`src/rtl/core/ehp_pkg.sv`:
```
// Shared types and constants for the Ethernet/IP header parser.
// No dependencies; ehp_parse, ehp_outq, the top and the testbench refer to this package.
`default_nettype none

package ehp_pkg;

  // Field tags carried on each result transfer
  localparam logic [4:0] TAG_DST_MAC     = 5'd0;
  localparam logic [4:0] TAG_SRC_MAC     = 5'd1;
  localparam logic [4:0] TAG_VLAN_ID     = 5'd2;
  localparam logic [4:0] TAG_IP4_SRC     = 5'd3;
  localparam logic [4:0] TAG_IP4_DST     = 5'd4;
  localparam logic [4:0] TAG_IP_PROTO    = 5'd5;
  localparam logic [4:0] TAG_TTL         = 5'd6;
  localparam logic [4:0] TAG_TOTAL_LEN   = 5'd7;
  localparam logic [4:0] TAG_IDENT       = 5'd8;
  localparam logic [4:0] TAG_IP6_SRC_HI  = 5'd9;
  localparam logic [4:0] TAG_IP6_SRC_LO  = 5'd10;
  localparam logic [4:0] TAG_IP6_DST_HI  = 5'd11;
  localparam logic [4:0] TAG_IP6_DST_LO  = 5'd12;
  localparam logic [4:0] TAG_HOP_LIMIT   = 5'd13;
  localparam logic [4:0] TAG_PAYLOAD_LEN = 5'd14;
  localparam logic [4:0] TAG_L4_SRC_PORT = 5'd15;
  localparam logic [4:0] TAG_L4_DST_PORT = 5'd16;
  localparam logic [4:0] TAG_UDP_LEN     = 5'd17;
  localparam logic [4:0] TAG_TCP_FLAGS   = 5'd18;
  localparam logic [4:0] TAG_TCP_WINDOW  = 5'd19;
  localparam logic [4:0] TAG_TCP_HDR_LEN = 5'd20;
  localparam logic [4:0] TAG_ICMP_TYPE   = 5'd21;
  localparam logic [4:0] TAG_ICMP_CODE   = 5'd22;
  localparam logic [4:0] TAG_IGMP_TYPE   = 5'd23;
  localparam logic [4:0] TAG_IGMP_GROUP  = 5'd24;
  localparam logic [4:0] TAG_END         = 5'd25;

  // Parse status on the end record
  localparam logic [1:0] PSTAT_OK      = 2'd0;
  localparam logic [1:0] PSTAT_TRUNC   = 2'd1;
  localparam logic [1:0] PSTAT_UNSUPP  = 2'd2;
  localparam logic [1:0] PSTAT_BAD_IHL = 2'd3;

  // Ethertypes and IP protocol numbers
  localparam logic [15:0] ETYPE_VLAN = 16'h8100;
  localparam logic [15:0] ETYPE_IPV4 = 16'h0800;
  localparam logic [15:0] ETYPE_IPV6 = 16'h86DD;
  localparam logic [7:0]  PROTO_ICMP = 8'd1;
  localparam logic [7:0]  PROTO_IGMP = 8'd2;
  localparam logic [7:0]  PROTO_TCP  = 8'd6;
  localparam logic [7:0]  PROTO_UDP  = 8'd17;
  localparam logic [3:0]  IHL_MIN    = 4'd5;

  // Result queue depth; must hold the two results one byte can cause
  localparam int OUTQ_DEPTH = 4;

  typedef struct packed {
    logic [4:0]  tag;
    logic [63:0] value;
    logic [1:0]  status;
    logic        last;
  } ehp_result_t;

  // Results caused by one accepted byte, in order
  typedef struct packed {
    ehp_result_t first;
    ehp_result_t second;
    logic [1:0]  count;
  } ehp_batch_t;

endpackage

`default_nettype wire

```
`src/rtl/core/ehp_in_if.sv`:
```
// Byte channel into the header parser: valid/ready plus one frame byte.
// Standalone interface, no package dependency.
`default_nettype none

interface ehp_in_if;
  logic       valid;
  logic       ready;
  logic [7:0] data_byte;
  logic       frame_end;

  modport source (output valid, output data_byte, output frame_end, input ready);
  modport sink   (input valid, input data_byte, input frame_end, output ready);
endinterface

`default_nettype wire

```
`src/rtl/core/ehp_out_if.sv`:
```
// Result channel out of the header parser: valid/ready plus one tagged field.
// Standalone interface, no package dependency.
`default_nettype none

interface ehp_out_if;
  logic        valid;
  logic        ready;
  logic [4:0]  field_tag;
  logic [63:0] field_value;
  logic [1:0]  parse_status;
  logic        run_last;

  modport source (output valid, output field_tag, output field_value,
                  output parse_status, output run_last, input ready);
  modport sink   (input valid, input field_tag, input field_value,
                  input parse_status, input run_last, output ready);
endinterface

`default_nettype wire

```
`src/rtl/core/ehp_parse.sv`:
```
// Byte-serial parse state and field extraction for the header parser.
// Depends on ehp_pkg for tags, status codes and the batch type.
`default_nettype none

module ehp_parse (
  input  wire logic              clk,
  input  wire logic              rst,
  input  wire logic              take,
  input  wire logic [7:0]        data_byte,
  input  wire logic              frame_end,
  output ehp_pkg::ehp_batch_t    batch
);

  typedef enum logic [2:0] {
    STG_ETH, STG_VLAN, STG_IP4, STG_IP6, STG_L4, STG_DONE
  } stage_t;

  typedef enum logic [2:0] {
    TK_NONE, TK_TCP, TK_UDP, TK_ICMP, TK_IGMP
  } tkind_t;

  stage_t      stage, stage_next;
  logic [6:0]  idx, idx_next;
  logic [63:0] facc;
  logic [5:0]  ihb, ihb_next;
  tkind_t      tkind, tkind_next;
  logic [1:0]  status, status_next;

  logic [63:0] acc;
  logic [15:0] ekind;
  logic        adv;
  logic        jump;
  logic        fld_valid;
  logic [4:0]  fld_tag;
  logic [63:0] fld_value;
  logic [1:0]  end_status;
  ehp_pkg::ehp_result_t fld_res, end_res;

  assign acc   = {facc[55:0], data_byte};
  assign ekind = acc[15:0];

  // Decode one byte against the current header position
  always_comb begin
    stage_next  = stage;
    ihb_next    = ihb;
    tkind_next  = tkind;
    status_next = status;
    adv         = 1'b1;
    jump        = 1'b0;
    fld_valid   = 1'b0;
    fld_tag     = ehp_pkg::TAG_END;
    fld_value   = '0;

    unique case (stage)
      STG_ETH: begin
        if (idx == 7'd5) begin
          fld_valid = 1'b1;
          fld_tag   = ehp_pkg::TAG_DST_MAC;
          fld_value = {16'd0, acc[47:0]};
        end else if (idx == 7'd11) begin
          fld_valid = 1'b1;
          fld_tag   = ehp_pkg::TAG_SRC_MAC;
          fld_value = {16'd0, acc[47:0]};
        end else if (idx == 7'd13) begin
          jump = 1'b1;
          priority if (ekind == ehp_pkg::ETYPE_VLAN) stage_next = STG_VLAN;
          else if (ekind == ehp_pkg::ETYPE_IPV4) stage_next = STG_IP4;
          else if (ekind == ehp_pkg::ETYPE_IPV6) stage_next = STG_IP6;
          else begin
            stage_next = STG_DONE;
            if (status == ehp_pkg::PSTAT_OK) status_next = ehp_pkg::PSTAT_UNSUPP;
          end
        end
      end

      STG_VLAN: begin
        if (idx == 7'd1) begin
          fld_valid = 1'b1;
          fld_tag   = ehp_pkg::TAG_VLAN_ID;
          fld_value = {52'd0, acc[11:0]};
        end else if (idx == 7'd3) begin
          // A second tag is not accepted
          jump = 1'b1;
          priority if (ekind == ehp_pkg::ETYPE_IPV4) stage_next = STG_IP4;
          else if (ekind == ehp_pkg::ETYPE_IPV6) stage_next = STG_IP6;
          else begin
            stage_next = STG_DONE;
            if (status == ehp_pkg::PSTAT_OK) status_next = ehp_pkg::PSTAT_UNSUPP;
          end
        end
      end

      STG_IP4: begin
        if (idx == 7'd0) begin
          ihb_next = {data_byte[3:0], 2'b00};
          if (data_byte[3:0] < ehp_pkg::IHL_MIN) status_next = ehp_pkg::PSTAT_BAD_IHL;
        end else if (idx == 7'd3) begin
          fld_valid = 1'b1;
          fld_tag   = ehp_pkg::TAG_TOTAL_LEN;
          fld_value = {48'd0, acc[15:0]};
        end else if (idx == 7'd5) begin
          fld_valid = 1'b1;
          fld_tag   = ehp_pkg::TAG_IDENT;
          fld_value = {48'd0, acc[15:0]};
        end else if (idx == 7'd8) begin
          fld_valid = 1'b1;
          fld_tag   = ehp_pkg::TAG_TTL;
          fld_value = {56'd0, data_byte};
        end else if (idx == 7'd9) begin
          fld_valid = 1'b1;
          fld_tag   = ehp_pkg::TAG_IP_PROTO;
          fld_value = {56'd0, data_byte};
          priority if (data_byte == ehp_pkg::PROTO_TCP) tkind_next = TK_TCP;
          else if (data_byte == ehp_pkg::PROTO_UDP) tkind_next = TK_UDP;
          else if (data_byte == ehp_pkg::PROTO_ICMP) tkind_next = TK_ICMP;
          else if (data_byte == ehp_pkg::PROTO_IGMP) tkind_next = TK_IGMP;
          else tkind_next = TK_NONE;
        end else if (idx == 7'd15) begin
          fld_valid = 1'b1;
          fld_tag   = ehp_pkg::TAG_IP4_SRC;
          fld_value = {32'd0, acc[31:0]};
        end else if (idx == 7'd19) begin
          fld_valid = 1'b1;
          fld_tag   = ehp_pkg::TAG_IP4_DST;
          fld_value = {32'd0, acc[31:0]};
        end
        // Leave the header once options are skipped; bad IHL stops here
        if (idx >= 7'd19) begin
          if (status == ehp_pkg::PSTAT_BAD_IHL) begin
            jump       = 1'b1;
            stage_next = STG_DONE;
          end else if ({1'b0, idx} + 8'd1 >= {2'b00, ihb}) begin
            jump = 1'b1;
            if (tkind == TK_NONE) begin
              stage_next = STG_DONE;
              if (status == ehp_pkg::PSTAT_OK) status_next = ehp_pkg::PSTAT_UNSUPP;
            end else begin
              stage_next = STG_L4;
            end
          end
        end
      end

      STG_IP6: begin
        if (idx == 7'd5) begin
          fld_valid = 1'b1;
          fld_tag   = ehp_pkg::TAG_PAYLOAD_LEN;
          fld_value = {48'd0, acc[15:0]};
        end else if (idx == 7'd6) begin
          fld_valid = 1'b1;
          fld_tag   = ehp_pkg::TAG_IP_PROTO;
          fld_value = {56'd0, data_byte};
          priority if (data_byte == ehp_pkg::PROTO_TCP) tkind_next = TK_TCP;
          else if (data_byte == ehp_pkg::PROTO_UDP) tkind_next = TK_UDP;
          else tkind_next = TK_NONE;
        end else if (idx == 7'd7) begin
          fld_valid = 1'b1;
          fld_tag   = ehp_pkg::TAG_HOP_LIMIT;
          fld_value = {56'd0, data_byte};
        end else if (idx == 7'd15) begin
          fld_valid = 1'b1;
          fld_tag   = ehp_pkg::TAG_IP6_SRC_HI;
          fld_value = acc;
        end else if (idx == 7'd23) begin
          fld_valid = 1'b1;
          fld_tag   = ehp_pkg::TAG_IP6_SRC_LO;
          fld_value = acc;
        end else if (idx == 7'd31) begin
          fld_valid = 1'b1;
          fld_tag   = ehp_pkg::TAG_IP6_DST_HI;
          fld_value = acc;
        end else if (idx == 7'd39) begin
          fld_valid = 1'b1;
          fld_tag   = ehp_pkg::TAG_IP6_DST_LO;
          fld_value = acc;
          jump      = 1'b1;
          if (tkind == TK_NONE) begin
            stage_next = STG_DONE;
            if (status == ehp_pkg::PSTAT_OK) status_next = ehp_pkg::PSTAT_UNSUPP;
          end else begin
            stage_next = STG_L4;
          end
        end
      end

      STG_L4: begin
        if (tkind == TK_TCP || tkind == TK_UDP) begin
          if (idx == 7'd1) begin
            fld_valid = 1'b1;
            fld_tag   = ehp_pkg::TAG_L4_SRC_PORT;
            fld_value = {48'd0, acc[15:0]};
          end else if (idx == 7'd3) begin
            fld_valid = 1'b1;
            fld_tag   = ehp_pkg::TAG_L4_DST_PORT;
            fld_value = {48'd0, acc[15:0]};
          end else if (tkind == TK_UDP && idx == 7'd5) begin
            fld_valid  = 1'b1;
            fld_tag    = ehp_pkg::TAG_UDP_LEN;
            fld_value  = {48'd0, acc[15:0]};
            jump       = 1'b1;
            stage_next = STG_DONE;
          end else if (tkind == TK_TCP && idx == 7'd12) begin
            fld_valid = 1'b1;
            fld_tag   = ehp_pkg::TAG_TCP_HDR_LEN;
            fld_value = {58'd0, data_byte[7:4], 2'b00};
          end else if (tkind == TK_TCP && idx == 7'd13) begin
            fld_valid = 1'b1;
            fld_tag   = ehp_pkg::TAG_TCP_FLAGS;
            fld_value = {56'd0, data_byte};
          end else if (tkind == TK_TCP && idx == 7'd15) begin
            fld_valid  = 1'b1;
            fld_tag    = ehp_pkg::TAG_TCP_WINDOW;
            fld_value  = {48'd0, acc[15:0]};
            jump       = 1'b1;
            stage_next = STG_DONE;
          end
        end else if (tkind == TK_ICMP) begin
          if (idx == 7'd0) begin
            fld_valid = 1'b1;
            fld_tag   = ehp_pkg::TAG_ICMP_TYPE;
            fld_value = {56'd0, data_byte};
          end else if (idx == 7'd1) begin
            fld_valid  = 1'b1;
            fld_tag    = ehp_pkg::TAG_ICMP_CODE;
            fld_value  = {56'd0, data_byte};
            jump       = 1'b1;
            stage_next = STG_DONE;
          end
        end else if (tkind == TK_IGMP) begin
          if (idx == 7'd0) begin
            fld_valid = 1'b1;
            fld_tag   = ehp_pkg::TAG_IGMP_TYPE;
            fld_value = {56'd0, data_byte};
          end else if (idx == 7'd7) begin
            fld_valid  = 1'b1;
            fld_tag    = ehp_pkg::TAG_IGMP_GROUP;
            fld_value  = {32'd0, acc[31:0]};
            jump       = 1'b1;
            stage_next = STG_DONE;
          end
        end else begin
          jump       = 1'b1;
          stage_next = STG_DONE;
          if (status == ehp_pkg::PSTAT_OK) status_next = ehp_pkg::PSTAT_UNSUPP;
        end
      end

      STG_DONE: begin
        // Ignore trailing bytes until the frame ends
        adv = 1'b0;
      end

      default: begin
        adv        = 1'b0;
        stage_next = STG_DONE;
      end
    endcase

    // Advance the byte position, saturating at the top
    idx_next = idx;
    if (jump) idx_next = '0;
    else if (adv && idx != 7'd127) idx_next = idx + 7'd1;
  end

  // Status on the end record: a recorded status wins over truncation
  always_comb begin
    end_status = status_next;
    if (status_next == ehp_pkg::PSTAT_OK && stage_next != STG_DONE)
      end_status = ehp_pkg::PSTAT_TRUNC;
  end

  // Pack field and end record in wire order
  always_comb begin
    fld_res.tag    = fld_tag;
    fld_res.value  = fld_value;
    fld_res.status = ehp_pkg::PSTAT_OK;
    fld_res.last   = 1'b0;

    end_res.tag    = ehp_pkg::TAG_END;
    end_res.value  = '0;
    end_res.status = end_status;
    end_res.last   = 1'b1;

    if (fld_valid) begin
      batch.first  = fld_res;
      batch.second = end_res;
    end else begin
      batch.first  = end_res;
      batch.second = end_res;
    end
    batch.count = take ? ({1'b0, fld_valid} + {1'b0, frame_end}) : 2'd0;
  end

  // Hold parse state; frame end returns everything to reset values
  always_ff @(posedge clk) begin
    if (rst) begin
      stage  <= STG_ETH;
      idx    <= '0;
      facc   <= '0;
      ihb    <= '0;
      tkind  <= TK_NONE;
      status <= ehp_pkg::PSTAT_OK;
    end else if (take) begin
      if (frame_end) begin
        stage  <= STG_ETH;
        idx    <= '0;
        facc   <= '0;
        ihb    <= '0;
        tkind  <= TK_NONE;
        status <= ehp_pkg::PSTAT_OK;
      end else begin
        stage  <= stage_next;
        idx    <= idx_next;
        facc   <= acc;
        ihb    <= ihb_next;
        tkind  <= tkind_next;
        status <= status_next;
      end
    end
  end

endmodule

`default_nettype wire

```
`src/rtl/core/ehp_outq.sv`:
```
// Result queue for the header parser: takes up to two results per cycle,
// hands out one per transfer. Depends on ehp_pkg for the result types.
`default_nettype none

module ehp_outq #(
  parameter int DEPTH = ehp_pkg::OUTQ_DEPTH
) (
  input  wire logic                 clk,
  input  wire logic                 rst,
  input  wire ehp_pkg::ehp_batch_t  batch,
  input  wire logic                 pop,
  output ehp_pkg::ehp_result_t      head,
  output logic                      head_valid,
  output logic                      space
);

  localparam int PTR_W = (DEPTH > 1) ? $clog2(DEPTH) : 1;
  localparam int CNT_W = $clog2(DEPTH + 1);
  localparam logic [PTR_W-1:0] LAST_PTR = PTR_W'(DEPTH - 1);

  ehp_pkg::ehp_result_t entries [DEPTH];
  logic [PTR_W-1:0] wptr, rptr, wptr_p1, wptr_p2;
  logic [CNT_W-1:0] cnt;

  function automatic logic [PTR_W-1:0] ptr_inc(input logic [PTR_W-1:0] p);
    ptr_inc = (p == LAST_PTR) ? '0 : p + PTR_W'(1);
  endfunction

  assign wptr_p1    = ptr_inc(wptr);
  assign wptr_p2    = ptr_inc(wptr_p1);
  assign head       = entries[rptr];
  assign head_valid = (cnt != '0);
  assign space      = (cnt <= CNT_W'(DEPTH - 2));

  // Write the batch at the tail
  always_ff @(posedge clk) begin
    if (batch.count != 2'd0) entries[wptr] <= batch.first;
    if (batch.count == 2'd2) entries[wptr_p1] <= batch.second;
  end

  // Advance pointers and count
  always_ff @(posedge clk) begin
    if (rst) begin
      wptr <= '0;
      rptr <= '0;
      cnt  <= '0;
    end else begin
      unique case (batch.count)
        2'd1:    wptr <= wptr_p1;
        2'd2:    wptr <= wptr_p2;
        default: wptr <= wptr;
      endcase
      if (pop) rptr <= ptr_inc(rptr);
      cnt <= cnt + CNT_W'(batch.count) - CNT_W'(pop);
    end
  end

endmodule

`default_nettype wire

```
`src/rtl/core/ethernet_ip_header_parser.sv`:
```
// Ethernet / 802.1Q / IPv4 / IPv6 / L4 header parser, one byte per transfer.
// A field is written into the result queue on the edge that takes its last byte.
// Throughput: one byte per cycle while the result queue has room for two results;
// the end record of a byte that also closes a field comes out right after it.
// Reset (rst, synchronous) clears the parse state and empties the result queue.
// Depends on ehp_pkg, ehp_in_if, ehp_out_if, ehp_parse and ehp_outq.
`default_nettype none

module ethernet_ip_header_parser #(
  parameter int OUTQ_DEPTH = ehp_pkg::OUTQ_DEPTH
) (
  input  wire logic  clk,
  input  wire logic  rst,
  ehp_in_if.sink     frame_bytes,
  ehp_out_if.source  header_fields
);

  logic                 take;
  logic                 space;
  logic                 head_valid;
  logic                 pop;
  ehp_pkg::ehp_batch_t  batch;
  ehp_pkg::ehp_result_t head;

  // Accept a byte while the queue can absorb two results
  assign frame_bytes.ready = space;
  assign take = frame_bytes.valid && space;
  assign pop  = head_valid && header_fields.ready;

  ehp_parse u_parse (
    .clk       (clk),
    .rst       (rst),
    .take      (take),
    .data_byte (frame_bytes.data_byte),
    .frame_end (frame_bytes.frame_end),
    .batch     (batch)
  );

  ehp_outq #(
    .DEPTH (OUTQ_DEPTH)
  ) u_outq (
    .clk        (clk),
    .rst        (rst),
    .batch      (batch),
    .pop        (pop),
    .head       (head),
    .head_valid (head_valid),
    .space      (space)
  );

  // Drive the result channel from the queue head
  assign header_fields.valid        = head_valid;
  assign header_fields.field_tag    = head.tag;
  assign header_fields.field_value  = head.value;
  assign header_fields.parse_status = head.status;
  assign header_fields.run_last     = head.last;

endmodule

`default_nettype wire

```
`src/flat_wrapper.sv`:
```
// flat-port wrapper written by rule: the top's interface ports become plain ports
module ethernet_ip_header_parser_flat 
#(
  parameter int OUTQ_DEPTH = ehp_pkg::OUTQ_DEPTH
)
  (clk, rst, frame_bytes_valid, frame_bytes_data_byte, frame_bytes_frame_end, frame_bytes_ready, header_fields_valid, header_fields_field_tag, header_fields_field_value, header_fields_parse_status, header_fields_run_last, header_fields_ready);
  ehp_in_if frame_bytes_i ();
  ehp_out_if header_fields_i ();
  input  wire logic clk;
  input  wire logic rst;
  input wire logic [$bits(frame_bytes_i.valid)-1:0] frame_bytes_valid;
  input wire logic [$bits(frame_bytes_i.data_byte)-1:0] frame_bytes_data_byte;
  input wire logic [$bits(frame_bytes_i.frame_end)-1:0] frame_bytes_frame_end;
  output wire logic [$bits(frame_bytes_i.ready)-1:0] frame_bytes_ready;
  output wire logic [$bits(header_fields_i.valid)-1:0] header_fields_valid;
  output wire logic [$bits(header_fields_i.field_tag)-1:0] header_fields_field_tag;
  output wire logic [$bits(header_fields_i.field_value)-1:0] header_fields_field_value;
  output wire logic [$bits(header_fields_i.parse_status)-1:0] header_fields_parse_status;
  output wire logic [$bits(header_fields_i.run_last)-1:0] header_fields_run_last;
  input wire logic [$bits(header_fields_i.ready)-1:0] header_fields_ready;
  assign frame_bytes_i.valid = frame_bytes_valid;
  assign frame_bytes_i.data_byte = frame_bytes_data_byte;
  assign frame_bytes_i.frame_end = frame_bytes_frame_end;
  assign frame_bytes_ready = frame_bytes_i.ready;
  assign header_fields_valid = header_fields_i.valid;
  assign header_fields_field_tag = header_fields_i.field_tag;
  assign header_fields_field_value = header_fields_i.field_value;
  assign header_fields_parse_status = header_fields_i.parse_status;
  assign header_fields_run_last = header_fields_i.run_last;
  assign header_fields_i.ready = header_fields_ready;
  ethernet_ip_header_parser #(.OUTQ_DEPTH(OUTQ_DEPTH)) u_core (.clk(clk), .rst(rst), .frame_bytes(frame_bytes_i), .header_fields(header_fields_i));
endmodule
```
`config.mk`:
```
export PLATFORM = sky130hd
export DESIGN_NAME = ethernet_ip_header_parser_flat
export DESIGN_NICKNAME = d
export VERILOG_FILES = /design/src/rtl/core/ehp_pkg.sv /design/src/rtl/core/ehp_in_if.sv /design/src/rtl/core/ehp_out_if.sv /design/src/rtl/core/ehp_parse.sv /design/src/rtl/core/ehp_outq.sv /design/src/rtl/core/ethernet_ip_header_parser.sv /design/src/flat_wrapper.sv
export SDC_FILE = /design/constraint.sdc
export NUM_CORES = 1
export LEC_CHECK = 0
export BUFFER_PORTS_ARGS = -buffer_cell sky130_fd_sc_hd__buf_2
export CELL_PAD_IN_SITES_DETAIL_PLACEMENT = 1
export CELL_PAD_IN_SITES_GLOBAL_PLACEMENT = 1
export CORE_ASPECT_RATIO = 1.5
export CORE_MARGIN = 2
export CORE_UTILIZATION = 30
export DETAILED_ROUTE_END_ITERATION = 10
export GPL_ROUTABILITY_DRIVEN = 0
export MAX_ROUTING_LAYER = met4
export PLACE_DENSITY = 0.63
export SYNTH_ARGS = -nofsm -noshare
export SYNTH_HDL_FRONTEND = slang
export SYNTH_HIERARCHICAL = 1
export SYNTH_SLANG_ARGS = --single-unit
```
`constraint.sdc`:
```
create_clock -name clk -period 14.6 [get_ports clk]
set_input_delay 1.46 -clock clk [delete_from_list [all_inputs] [get_ports clk]]
set_output_delay 1.46 -clock clk [all_outputs]
set_load 0.05 [all_outputs]
```
# Yosys cells after proc, flatten, opt, wreduce, memory -nomap -nowiden
# Memories as Yosys holds them, arrays and structs flattened. A register that Yosys moved wholly into a read port is not among the register bits.
# Cells that the tools add are included.
[totals] regBits=84 mem_bits_rw=288 mem_count=1 input_bits=13 output_inout_bits=74 wordCells=309
[mem_list] name="u_core.u_outq.entries" depth=4 width=72 rd=1 rd_ports_with_merged_regs=1 wr=2 line_no="ehp_outq.sv:21" rtl="ehp_pkg::ehp_result_t entries [DEPTH];"
[classes] n_mux=216 magnitude_cmp=4 addsub=8 reduce_logical=25 n_eq_ne=46
[ops] operator="$mux W64" count=9
[ops] operator="$mux W32" count=10
[ops] operator="$pmux W64 S5" count=1
[ops] operator="$mux W144" count=1
[ops] operator="$mux W3" count=44
[ops] operator="$mux W5" count=20
[ops] operator="$mux W16" count=6
[ops] operator="$mux W48" count=2
[ops] operator="$mux W2" count=37
[ops] operator="$mux W1" count=60
[ops] operator="$mux W56" count=1
[ops] operator="$eq A7 B4 Y1 const B" count=6
[ops] operator="$mux W4" count=9
[ops] operator="$eq A16 B16 Y1 const B" count=2
[ops] operator="$pmux W5 S5" count=1
[ops] operator="$ne A3 B3 Y1 const B" count=8
[ops] operator="$eq A7 B3 Y1 const B" count=3
[ops] operator="$eq A7 B5 Y1 const B" count=3
[ops] operator="$mux W7" count=3
[ops] operator="$mux W6" count=3
[ops] operator="$pmux W3 S6" count=1
[ops] operator="$eq A16 B12 Y1 const B" count=1
[ops] operator="$mux W8" count=2
[ops] operator="$eq A3 B2 Y1 const B" count=4
[ops] operator="38 further kinds" count=62

# Logic depth before layout (Yosys ltp)
# Gate-level depths: netlist of the first run.
[depth] depth_word=15 mapped_depth=18

# Modules after synthesis
# Netlist of the first run, hierarchy kept.
[modules_own_cells] mod="ehp_outq" cells_each=755 instances=1 area_per_inst_um2=14627.8 seq_area_each_um2=8828.5
[modules_own_cells] mod="ehp_parse" cells_each=770 instances=1 area_per_inst_um2=5669.2 seq_area_each_um2=1501.4
[modules_own_cells] mod="ethernet_ip_header_parser" cells_each=2 instances=1 area_per_inst_um2=12.5 seq_area_each_um2=0.0

# Least setup slack after synthesis of the first run
# No wires, ideal clock.
[synth_timing] path_kind="input-to-reg" startpoint="input port frame_bytes_valid" endpoint="memory u_core/u_outq/entries[1][0] (netlist name), enable pin" arrival_ns=7.702 setup_slack_ns=6.296 path_stages=7 path_cell_list="and2_1 -> clkbuf_1 -> clkbuf_1 -> and2_1 -> inv_1 -> ha_1 -> o21ai_0"
[synth_lines] item="start, declared" line_no="flat_wrapper.sv:11" rtl="input wire logic [$bits(frame_bytes_i.valid)-1:0] frame_bytes_valid;"
[synth_lines] item="end, declared" line_no="ehp_outq.sv:21"

==> results.json, run 1 <==
{
  "synth-edff-count": 288,
  "routed_wl_microns": 56400,
  "synth_flop_cell": "edfxtp_1",
  "post_cts_buffers": 0,
  "start_util": 0.304,
  "antenna_left": 0,
  "die_w_microns": 216,
  "grt_pass1_vias": 13900,
  "dp_hpwl_microns": 36700,
  "drive_gt1_frac": 0.330,
  "vias": 12700,
  "drc_errors": 0,
  "grtUsageMet1": 0.176,
  "die_h_microns": 323,
  "clk_latency_ps": 560,
  "cts_max_level": 2,
  "critPathKind": "reg2reg",
  "dp_cells": 2412,
  "grt_pass1_wl_microns": 85500,
  "syn-cell-area_sq_um": 20300,
  "cts_root_buffer": "clkbuf_16",
  "post_cts_resized": 0,
  "ys_ff_latch": 372,
  "fill_cells": 7059,
  "multiInputGateArea_sq_um": 9010,
  "slew_headroom": 0.310,
  "via_per_inst": 5.11,
  "dieArea_sq_um": 69800,
  "yosysSeqAreaShare": 0.509,
  "tns_ps": 0,
  "core_area_sq_um": 66900,
  "dp_slack_ps": 8960,
  "cp_common_cell": "ha_1",
  "final-hold-violation-count": 0,
  "path_clk_slew_ps": 60,
  "grt_use_total": 0.165,
  "r2r_setup_slack_ps": 8850,
  "holdPathStages": 2,
  "reg2reg_to": "u_core/u_outq/entries[3][22]$_DFFE_PP_",
  "setup_violations": 0,
  "whs_ps": 464,
  "crit_chain": "ha_1 > nor4b_1 > nand2_1 > o31ai_1 > a21oi_1 > nand3_1 > a21o_1 > ha_1 > and2_1 > inv_1 > ha_1 > nand2_4 > buf_4 > o21ai_4 > buf_4",
  "met3_usage": 0.0192,
  "r2r_start": "u_core/u_parse/idx[0]$_SDFFE_PP0P_",
  "fin_cells": 2483,
  "finalCritPeriodShare": 0.394,
  "slowest_stage": "buf_4",
  "setup_ws_ps": 8850,
  "path_max_fanout": 53,
  "slowest_delay_ps": 610,
  "hold_class": "reg2reg",
  "clk_path_buf_depth": 3,
  "cts_num_sinks": 372,
  "timing.fmax_mhz": 174,
  "cp-start-kind": "flop",
  "worstHoldEndpoint": "u_core/u_parse/facc[51]$_SDFFE_PP0P_",
  "grt.busiest_layer": "met2",
  "cts_buffers": 38,
  "slew_violations": 0,
  "wl_per_cell_microns": 22.7,
  "seqCellArea_sq_um": 10300,
  "drv_cap": 0,
  "drt_iter0_markers": 608,
  "tightest_slew_ps": 1040,
  "postSynth.asyncResetShare": 0,
  "r2r_cells": 15,
  "powerDensity_nw_per_um2": 127,
  "drt_pass1_iterations": 5,
  "io_pins": 87,
  "port-buffer-count": 86,
  "min_period_ps": 5750,
  "antenna_found_initial": 0,
  "synth_cells": 1527,
  "cts_hold_buf": 0,
  "rsz0062_at_grt": "false",
  "yosysWarnings": 6,
  "arrival_ps": 5920,
  "outcome": "finished clean",
  "ys_types": 82,
  "peakVddDrop_v": 0.0000734,
  "hold_start": "u_core/u_parse/facc[51]$_SDFFE_PP0P_",
  "cts_tree": "yes",
  "cp-end-kind": "flop",
  "std_cell_rows": 116,
  "leakage_nw": 7.83,
  "syn2layout_area_growth_pct": 10.5,
  "grt.met2_usage": 0.306,
  "required_ps": 14770,
  "grt-ovfl-total": 0,
  "nNetsFinal": 1601,
  "synth_area_per_cell_sq_um": 13.3,
  "finalClockSkew_ps": 22.4,
  "grt_max_degree": 76
}
## metrics by stage
| stage | instance area, sq um | total power (W) | utilization |
|---|---|---|---|
| 2_1_floorplan | 20600 | 0.00171 | - |
| 3_3_place_gp | 21100 | 0.00185 | 0.316 |
| 3_5_place_dp | 21100 | 0.00186 | 0.316 |
| 4_1_cts | 22400 | 0.00290 | 0.335 |
| 5_1_grt | 22400 | 0.00296 | 0.335 |
| 6_report | 22400 | 0.00286 | 0.335 |
## kinds of logic after synthesis
kind of cell / after synthesis / share of synthesized area
flip-flops: 372 / 0.509
XOR/XNOR: 8 / 0.00345
adder cells (fa/ha/maj): 21 / 0.0133
AO/OA/AOI/OAI: 177 / 0.0566
AND/OR/NAND/NOR: 378 / 0.102
buffers and inverters: 198 / 0.0639
other: 2 / 0.000370
multiplexers: 371 / 0.252
## cell usage in the layout, fill, tap and decap left out, types with 9 or more instances in the layout
master,synthesis,final
buf_4,79,18
mux4_2,37,37
edfxtp_1,288,288
a21oi_1,80,80
nand2b_1,11,11
clkbuf_16,0,39
and3_1,40,40
buf_2,14,86
mux2i_1,9,9
mux2_2,284,284
o21ai_0,28,24
nand3_1,32,32
nor4_1,10,10
nor3_1,14,14
dfxtp_1,84,82
nand2_1,51,51
mux4_1,35,35
and2_1,34,33
inv_1,26,25
conb_1,2,70
nor3b_1,9,9
ha_1,20,20
nor2b_1,47,47
nor2_1,78,77
## how the worst max path moves through the flow
| stage | from | to | slack (ps) | cells after the start |
|---|---|---|---|---|
| after detailed placement | u_core/u_parse/idx[0]$_SDFFE_PP0P_ | u_core/u_outq/entries[3][12]$_DFFE_PP_ | 8960 | 15 |
| final | u_core/u_parse/idx[0]$_SDFFE_PP0P_ | u_core/u_outq/entries[3][22]$_DFFE_PP_ | 8850 | 15 |
| after CTS | u_core/u_parse/idx[0]$_SDFFE_PP0P_ | u_core/u_outq/entries[3][7]$_DFFE_PP_ | 8890 | 15 |
| after floorplan | frame_bytes_valid | u_core/u_outq/entries[1][0]$_DFFE_PP_ | 6300 | 7 |
| after global placement | u_core/u_parse/idx[1]$_SDFFE_PP0P_ | u_core/u_outq/entries[3][22]$_DFFE_PP_ | 9150 | 16 |
| after global routing | u_core/u_parse/idx[0]$_SDFFE_PP0P_ | u_core/u_outq/entries[3][16]$_DFFE_PP_ | 8530 | 15 |
## Yosys cell counts (5+ instances only)
cell / number / share of area
mux4_1: 35 / 0.045
buf_2: 14 / 0.0035
clkbuf_1: 43 / 0.0079
a211oi_1: 6 / 0.0022
nand2_1: 51 / 0.0094
nand3_1: 32 / 0.0079
buf_4: 79 / 0.029
a31o_2: 7 / 0.0030
or3_1: 7 / 0.0022
nor2b_1: 47 / 0.014
a21oi_1: 80 / 0.020
mux2_2: 284 / 0.16
nor4_1: 10 / 0.0031
a31oi_1: 5 / 0.0015
mux4_2: 37 / 0.041
and2_1: 34 / 0.010
nand2b_1: 11 / 0.0034
and3_1: 40 / 0.012
xnor2_1: 7 / 0.0030
nor3_1: 14 / 0.0035
nand4_1: 6 / 0.0018
nor3b_1: 9 / 0.0033
o21ai_0: 28 / 0.0069
mux2_1: 6 / 0.0033
buf_6: 32 / 0.018
and2b_1: 6 / 0.0022
dfxtp_1: 84 / 0.083
nand3b_1: 6 / 0.0022
edfxtp_1: 288 / 0.43
mux2i_1: 9 / 0.0044
inv_1: 26 / 0.0048
nor2_1: 78 / 0.014
ha_1: 20 / 0.012
a21o_1: 5 / 0.0018
## area by class of cell
| class | count | area share |
|---|---|---|
| diodes | 2 | 0.000223 |
| clock inverters | 20 | 0.0109 |
| inverters | 26 | 0.00435 |
| repair buffers | 104 | 0.0252 |
| multi-input cells | 1025 | 0.401 |
| flip-flops and latches | 372 | 0.461 |
| well taps | 885 | 0.0494 |
| clock buffers | 49 | 0.0478 |
## worst max-delay path: cells and delay by family, from the launching register on
family	cells	cell delay, ps
AOI/OAI and AO/OA	4	1080
DFF	1	420
and+or+nand+nor	5	1410
buffers and inverters	3	1130
adders and majority gates	3	1160
## registers in the layout, summed over array words and instances, names as in the netlist, named ones only
register	count
u_core/u_parse/ihb	4
u_core/u_outq/rptr	2
u_core/u_parse/tkind	3
u_core/u_parse/status	2
u_core/u_outq/cnt	3
u_core/u_outq/entries	288
u_core/u_parse/stage	3
u_core/u_parse/idx	7
u_core/u_parse/facc	56
u_core/u_outq/wptr	2
## per-layer routing
| layer | part of all wire | vias up |
|---|---|---|
| li1 | - | 5760 |
| met1 | 0.39 | 6523 |
| met2 | 0.54 | 259 |
| met3 | 0.028 | 134 |
| met4 | 0.043 | 0 |
| met5 | 0 | - |
## power breakdown
part | internal [W] | total, W | switching [W] | leakage (nW)
sequential | 0.00118 | 0.00122 | 0.0000373 | 2.97
clock | 0.000611 | 0.00104 | 0.000426 | 0.634
combinational | 0.000172 | 0.000606 | 0.000434 | 4.23
Power figures use the tool's default switching activity.
==> run 2, diff against run 1 <==
--- a/config.mk
+++ b/config.mk
@@ -5,6 +5,7 @@
 export SDC_FILE = /design/constraint.sdc
 export NUM_CORES = 1
 export LEC_CHECK = 0
+export ABC_AREA = 1
 export BUFFER_PORTS_ARGS = -buffer_cell sky130_fd_sc_hd__buf_2
 export CELL_PAD_IN_SITES_DETAIL_PLACEMENT = 1
 export CELL_PAD_IN_SITES_GLOBAL_PLACEMENT = 1
@@ -14,7 +15,7 @@
 export DETAILED_ROUTE_END_ITERATION = 10
 export GPL_ROUTABILITY_DRIVEN = 0
 export MAX_ROUTING_LAYER = met4
-export PLACE_DENSITY = 0.63
+export PLACE_DENSITY = 0.67
 export SYNTH_ARGS = -nofsm -noshare
 export SYNTH_HDL_FRONTEND = slang
 export SYNTH_HIERARCHICAL = 1
==> constraint.sdc (replaced) <==
create_clock -name clk -period 5.7 [get_ports clk]
set_input_delay 0.57 -clock clk [delete_from_list [all_inputs] [get_ports clk]]
set_output_delay 0.57 -clock clk [all_outputs]
set_load 0.05 [all_outputs]
==> run 2 against run 1 <==
Critical path depth increased by 1. Utilization about the same. Setup slack lost 7800 ps. Via count increased by 31%. Non-clock buffer count up 2. Count of clock-buffer cells in the layout grew 9. Critical path type unchanged.
==> results.json, run 2 <==
{
  "peakVddDrop_v": 0.000200,
  "slew_violations": 0,
  "synth_cells": 2393,
  "leakage_nw": 7.48,
  "syn-cell-area_sq_um": 19900,
  "yosysWarnings": 6,
  "cts_hold_buf": 0,
  "cts_num_sinks": 372,
  "drv_cap": 0,
  "utilization": 0.336,
  "synth_top_cell_by_area": "edfxtp_1",
  "powerDensity_nw_per_um2": 382,
  "drt_iter0_markers": 728,
  "io_pins": 87,
  "cts_root_buffer": "clkbuf_16",
  "wl_met1_microns": 24800,
  "hold_class": "in2reg",
  "rsz0062_at_grt": "false",
  "die_w_microns": 214,
  "required_ps": 5900,
  "timing.fmax_mhz": 216,
  "yosys-top-cells-count": "nand2_1, edfxtp_1, o21ai_0, nor2_1, inv_1",
  "outcome": "finished clean",
  "yosysSeqAreaShare": 0.519,
  "layout_commonest_cell": "nand2_1",
  "drc_errors": 0,
  "arrival_ps": 4820,
  "grt_pass1_wl_microns": 96800,
  "synth.area.top_cells": "edfxtp_1, nand2_1, dfxtp_1",
  "grt_use_total": 0.185,
  "cp_common_cell": "ha_1",
  "highest_layer": "met4",
  "slowest_stage": "o21ai_4",
  "cts_max_level": 2,
  "cp-end-kind": "flop",
  "core_area_sq_um": 65600,
  "cts_buffers": 40,
  "dp_hpwl_microns": 40200,
  "final-hold-violation-count": 0,
  "cts_tree": "yes",
  "mostFrequentLayoutCells": "nand2_1, edfxtp_1, o21ai_0, nor2_1, inv_1",
  "finalClockSkew_ps": 22.2,
  "post_dp_cell_area_sq_um": 20700,
  "clk_path_buf_depth": 3,
  "port-buffer-count": 86,
  "dr_wl_met3_microns": 1680,
  "via_per_inst": 5.00,
  "nNetsFinal": 2436,
  "clk_latency_ps": 560,
  "synth-edff-count": 288,
  "top_register": "u_core/u_outq/entries",
  "drt_pass1_iterations": 5,
  "wl_per_cell_microns": 18.9,
  "syn2layout_area_growth_pct": 10.6,
  "fill_cells": 7870,
  "tns_ps": 0,
  "min_period_ps": 4620,
  "grt_max_degree": 145,
  "setup_violations": 0,
  "vias": 16600,
  "finalCritPeriodShare": 0.811,
  "ys_ff_latch": 372,
  "std_cell_rows": 115,
  "route.met2.wl_microns": 33900,
  "dieArea_sq_um": 68500,
  "antenna_left": 0,
  "drive_gt1_frac": 0.0929,
  "largest_register_ffs": 288,
  "postSynth.asyncResetShare": 0,
  "yosysMostFrequentCell": "nand2_1",
  "top_regs": "u_core/u_outq/entries x288, u_core/u_parse/facc x56, u_core/u_parse/idx x7",
  "synth_area_per_cell_sq_um": 8.32,
  "die_h_microns": 320,
  "slew_headroom": 0.229,
  "final_area_sq_um": 22000,
  "path_max_fanout": 51,
  "ys_types": 44,
  "slowest_delay_ps": 850,
  "synth_flop_cell": "edfxtp_1",
  "cp-start-kind": "flop",
  "antenna_found_initial": 1,
  "crit_chain": "ha_1 > nand2_1 > nor2_2 > nand4_1 > o21ai_0 > nor2_2 > nand3_1 > o211ai_1 > nand3_2 > ha_1 > nand2_1 > inv_1 > inv_1 > ha_1 > o21ai_4 > buf_12",
  "grt_pass1_vias": 17300,
  "post_cts_buffers": 0,
  "start_util": 0.303,
  "grt-ovfl-total": 0,
  "routed_wl_microns": 62600,
  "tightest_slew_ps": 1160,
  "antennaDiodeCount": 0,
  "critPathKind": "reg2reg",
  "power.total_w": 0.00842,
  "synth_top_area_share": 0.434,
  "post_cts_resized": 0,
  "path_clk_slew_ps": 70
}
[run 2: cell count changes after synthesis, sizes merged, moves of 28 or more]
cell and delta:
nand2 +490, and2 -34, nand3 +28, mux4 -72, nor2b -47, and3 -40
mux2 -290, nor2 +186, o22ai +67, inv +203, o21ai +445
[run 2: cells by family after synthesis]
group / share of synthesized area
other: 0.000377
XOR/XNOR: 0.000880
AND/OR/NAND/NOR: 0.186
AO/OA/AOI/OAI: 0.172
adder cells (fa/ha/maj): 0.0136
flip-flops: 0.519
buffers and inverters: 0.108
[run 2: final cells by class]
class	instances	area, sq um	area share
clock buffer	58	1110	0.0503
inverter	230	867	0.0394
clock inverter	15	178	0.00807
sequential	372	10300	0.469
timing repair buffer	106	706	0.0320
tap	877	1100	0.0498
multi-input combinational	1652	7740	0.351
[run 2: stage by stage]
stage	hold WS [ps]	worst slack, ps	instances
2_1_floorplan	441	-358	2461
3_3_place_gp	455	1200	3237
3_5_place_dp	460	1140	3237
4_1_cts	328	1050	3310
5_1_grt	342	729	3310
6_report	341	1080	3310
[run 2: final timing paths]
path,start,endpoint,slack [ps],depth (start not counted)
max reg2reg,u_core/u_parse/idx[0]$_SDFFE_PP0P_,u_core/u_outq/entries[0][11]$_DFFE_PP_,1080,16
min,frame_bytes_data_byte[4],u_core/u_parse/facc[4]$_SDFFE_PP0P_,340,3
max,u_core/u_parse/idx[0]$_SDFFE_PP0P_,u_core/u_outq/entries[0][11]$_DFFE_PP_,1080,16
min reg2reg,u_core/u_parse/facc[54]$_SDFFE_PP0P_,u_core/u_parse/facc[54]$_SDFFE_PP0P_,470,2
[run 2: where the power goes]
part | switching, W | internal (W) | leakage (nW)
Combinational | 0.00214 | 0.000545 | 3.74
Sequential | 0.0000964 | 0.00304 | 3.11
Clock | 0.00110 | 0.00150 | 0.628
Total | 0.00334 | 0.00509 | 7.48
[run 2: worst max-delay path, delay by kind of cell (launching register included)]
family                     cells  cell delay (ps)
AOI/OAI and AO/OA              3             1230
adders and majority gates      3             1010
buffers and inverters          3              560
DFF                            1              360
and+or+nand+nor                7             1060
[run 2: routing by layer]
metal / GRT usage / vias to the layer above
met1: 0.197 / 8236
met5: - / -
met2: 0.352 / 272
met4: 0.0705 / 0
li1: - / 7938
met3: 0.0167 / 117
==> run 3, diff against run 2 <==
==> constraint.sdc (replaced) <==
create_clock -name clk -period 4.45 [get_ports clk]
set_input_delay 0.445 -clock clk [delete_from_list [all_inputs] [get_ports clk]]
set_output_delay 0.445 -clock clk [all_outputs]
set_load 0.05 [all_outputs]
==> run 3 against run 2 <==
Global-route usage increased by 0.39 points. Routed wire length is 1.8% higher. Hold slack lost 130 ps. Cell area grew 0.95%. Via count increased by 0.35%. Critical path type unchanged. Critical endpoint is now u_core/u_outq/entries[0][35]$_DFFE_PP_. Largest cell class unchanged.
==> results.json, run 3 (synthesis results as in run 2) <==
{
  "top_register": "u_core/u_outq/entries",
  "port-buffer-count": 86,
  "slew_violations": 0,
  "rsz0062_at_grt": "false",
  "post_cts_buffers": 0,
  "cts_buffers": 39,
  "critPathKind": "reg2reg",
  "die_h_microns": 320,
  "layout_commonest_cell": "nand2_1",
  "cp-start-kind": "flop",
  "powerDensity_nw_per_um2": 485,
  "cts_num_sinks": 372,
  "vias": 16600,
  "fill_cells": 7850,
  "wl_per_cell_microns": 19.1,
  "nNetsFinal": 2453,
  "required_ps": 4690,
  "dieArea_sq_um": 68500,
  "syn2layout_area_growth_pct": 11.7,
  "r2r_setup_slack_ps": 390,
  "mostFrequentLayoutCells": "nand2_1, edfxtp_1, o21ai_0, nor2_1, inv_1",
  "final_area_sq_um": 22200,
  "via_per_inst": 5.00,
  "tightest_slew_ps": 968,
  "antennaDiodeCount": 0,
  "grt_pass1_vias": 17900,
  "setup_ws_ps": 393,
  "top_regs": "u_core/u_outq/entries x288, u_core/u_parse/facc x56, u_core/u_parse/idx x7",
  "grt_max_degree": 107,
  "largest_register_ffs": 288,
  "drv_cap": 0,
  "multiInputGateArea_sq_um": 7740,
  "power.total_w": 0.0108,
  "std_cell_rows": 115,
  "drt_pass1_iterations": 5,
  "clk_path_buf_depth": 3,
  "dp_hpwl_microns": 42400,
  "slew_headroom": 0.354,
  "path_clk_slew_ps": 60,
  "finalClockSkew_ps": 16.7,
  "core_area_sq_um": 65600,
  "drc_errors": 0,
  "finalCritPeriodShare": 0.912,
  "die_w_microns": 214,
  "antenna_left": 0,
  "cp-end-kind": "flop",
  "reg2reg_to": "u_core/u_outq/entries[0][35]$_DFFE_PP_",
  "post_dp_cell_area_sq_um": 21000,
  "post_cts_resized": 0,
  "antenna_found_initial": 0,
  "cts_max_level": 2,
  "worstHoldEndpoint": "u_core/u_parse/facc[5]$_SDFFE_PP0P_",
  "io_pins": 87,
  "drt_iter0_markers": 793,
  "cts_root_buffer": "clkbuf_16",
  "drive_gt1_frac": 0.102,
  "hold_start": "frame_bytes_data_byte[5]",
  "leakage_nw": 7.60,
  "routed_wl_microns": 63700,
  "setup_violations": 0,
  "grt-ovfl-total": 0,
  "grt_use_total": 0.189,
  "grt_pass1_wl_microns": 99700,
  "cts_hold_buf": 0,
  "final-hold-violation-count": 0,
  "min_period_ps": 4060,
  "outcome": "finished clean",
  "start_util": 0.303,
  "cts_tree": "yes",
  "r2r_cells": 16,
  "holdPathStages": 3,
  "hold_class": "in2reg",
  "utilization": 0.339,
  "timing.fmax_mhz": 246,
  "r2r_start": "u_core/u_parse/idx[0]$_SDFFE_PP0P_",
  "path_max_fanout": 12,
  "peakVddDrop_v": 0.000247,
  "seqCellArea_sq_um": 10300,
  "arrival_ps": 4300,
  "dp_slack_ps": 395,
  "clk_latency_ps": 550
}
## run 3: worst max path at each step
stage | to | slack [ps] | start | cells past startpoint
2_1_floorplan | u_core/u_outq/entries[3][0]$_DFFE_PP_ | -280 | u_core/u_parse/idx[0]$_SDFFE_PP0P_ | 15
3_3_place_gp | u_core/u_outq/entries[0][36]$_DFFE_PP_ | 450 | u_core/u_parse/idx[0]$_SDFFE_PP0P_ | 16
3_5_place_dp | u_core/u_outq/entries[0][37]$_DFFE_PP_ | 400 | u_core/u_parse/idx[0]$_SDFFE_PP0P_ | 16
4_1_cts | u_core/u_outq/entries[0][37]$_DFFE_PP_ | 360 | u_core/u_parse/idx[0]$_SDFFE_PP0P_ | 16
5_1_grt | u_core/u_outq/entries[0][36]$_DFFE_PP_ | 60 | u_core/u_parse/idx[0]$_SDFFE_PP0P_ | 16
6_report | u_core/u_outq/entries[0][35]$_DFFE_PP_ | 390 | u_core/u_parse/idx[0]$_SDFFE_PP0P_ | 16
## run 3: worst max-delay path, stage by stage, from the launching register on
cell and delay (ps):
dfxtp_1 350, ha_1 300, nand2_1 130, nor2_2 50, nand4_1 230, o21ai_0 180
nor2_2 200, nand3_1 120, o211ai_1 210, nand3_2 220, ha_1 340, nand2_1 50
inv_1 90, inv_1 60, ha_1 340, o21ai_4 560, buf_4 310
## run 3: report_power, final
| part | internal [W] | switching [W] |
|---|---|---|
| Clock | 0.00187 | 0.00143 |
| Sequential | 0.00389 | 0.0000922 |
| Combinational | 0.000712 | 0.00279 |
## run 3: area by class of cell
cell class                      instances  area share
Clock buffer                           53      0.0496
Clock inverter                         19     0.00760
Inverter                              230      0.0390
Multi-Input combinational cell       1652       0.348
Sequential cell                       372       0.465
Tap cell                              877      0.0493
Timing Repair Buffer                  124      0.0418
## run 3: routing by layer
layer	routed length (microns)	global-route usage	vias up
met5	0	-	-
met4	2490	0.0736	0
met3	1360	0.0154	119
met2	34300	0.359	257
met1	25600	0.202	8289
li1	-	-	7956
## run 3: metrics by stage
| stage | hold slack, ps | instances | TNS, ps |
|---|---|---|---|
| finish | 209 | 3327 | 0 |
| detailed placement | 471 | 3255 | 0 |
| global placement | 455 | 3255 | 0 |
| CTS | 188 | 3327 | 0 |
| floorplan | 441 | 2461 | -80310 |
| global route | 224 | 3327 | 0 |
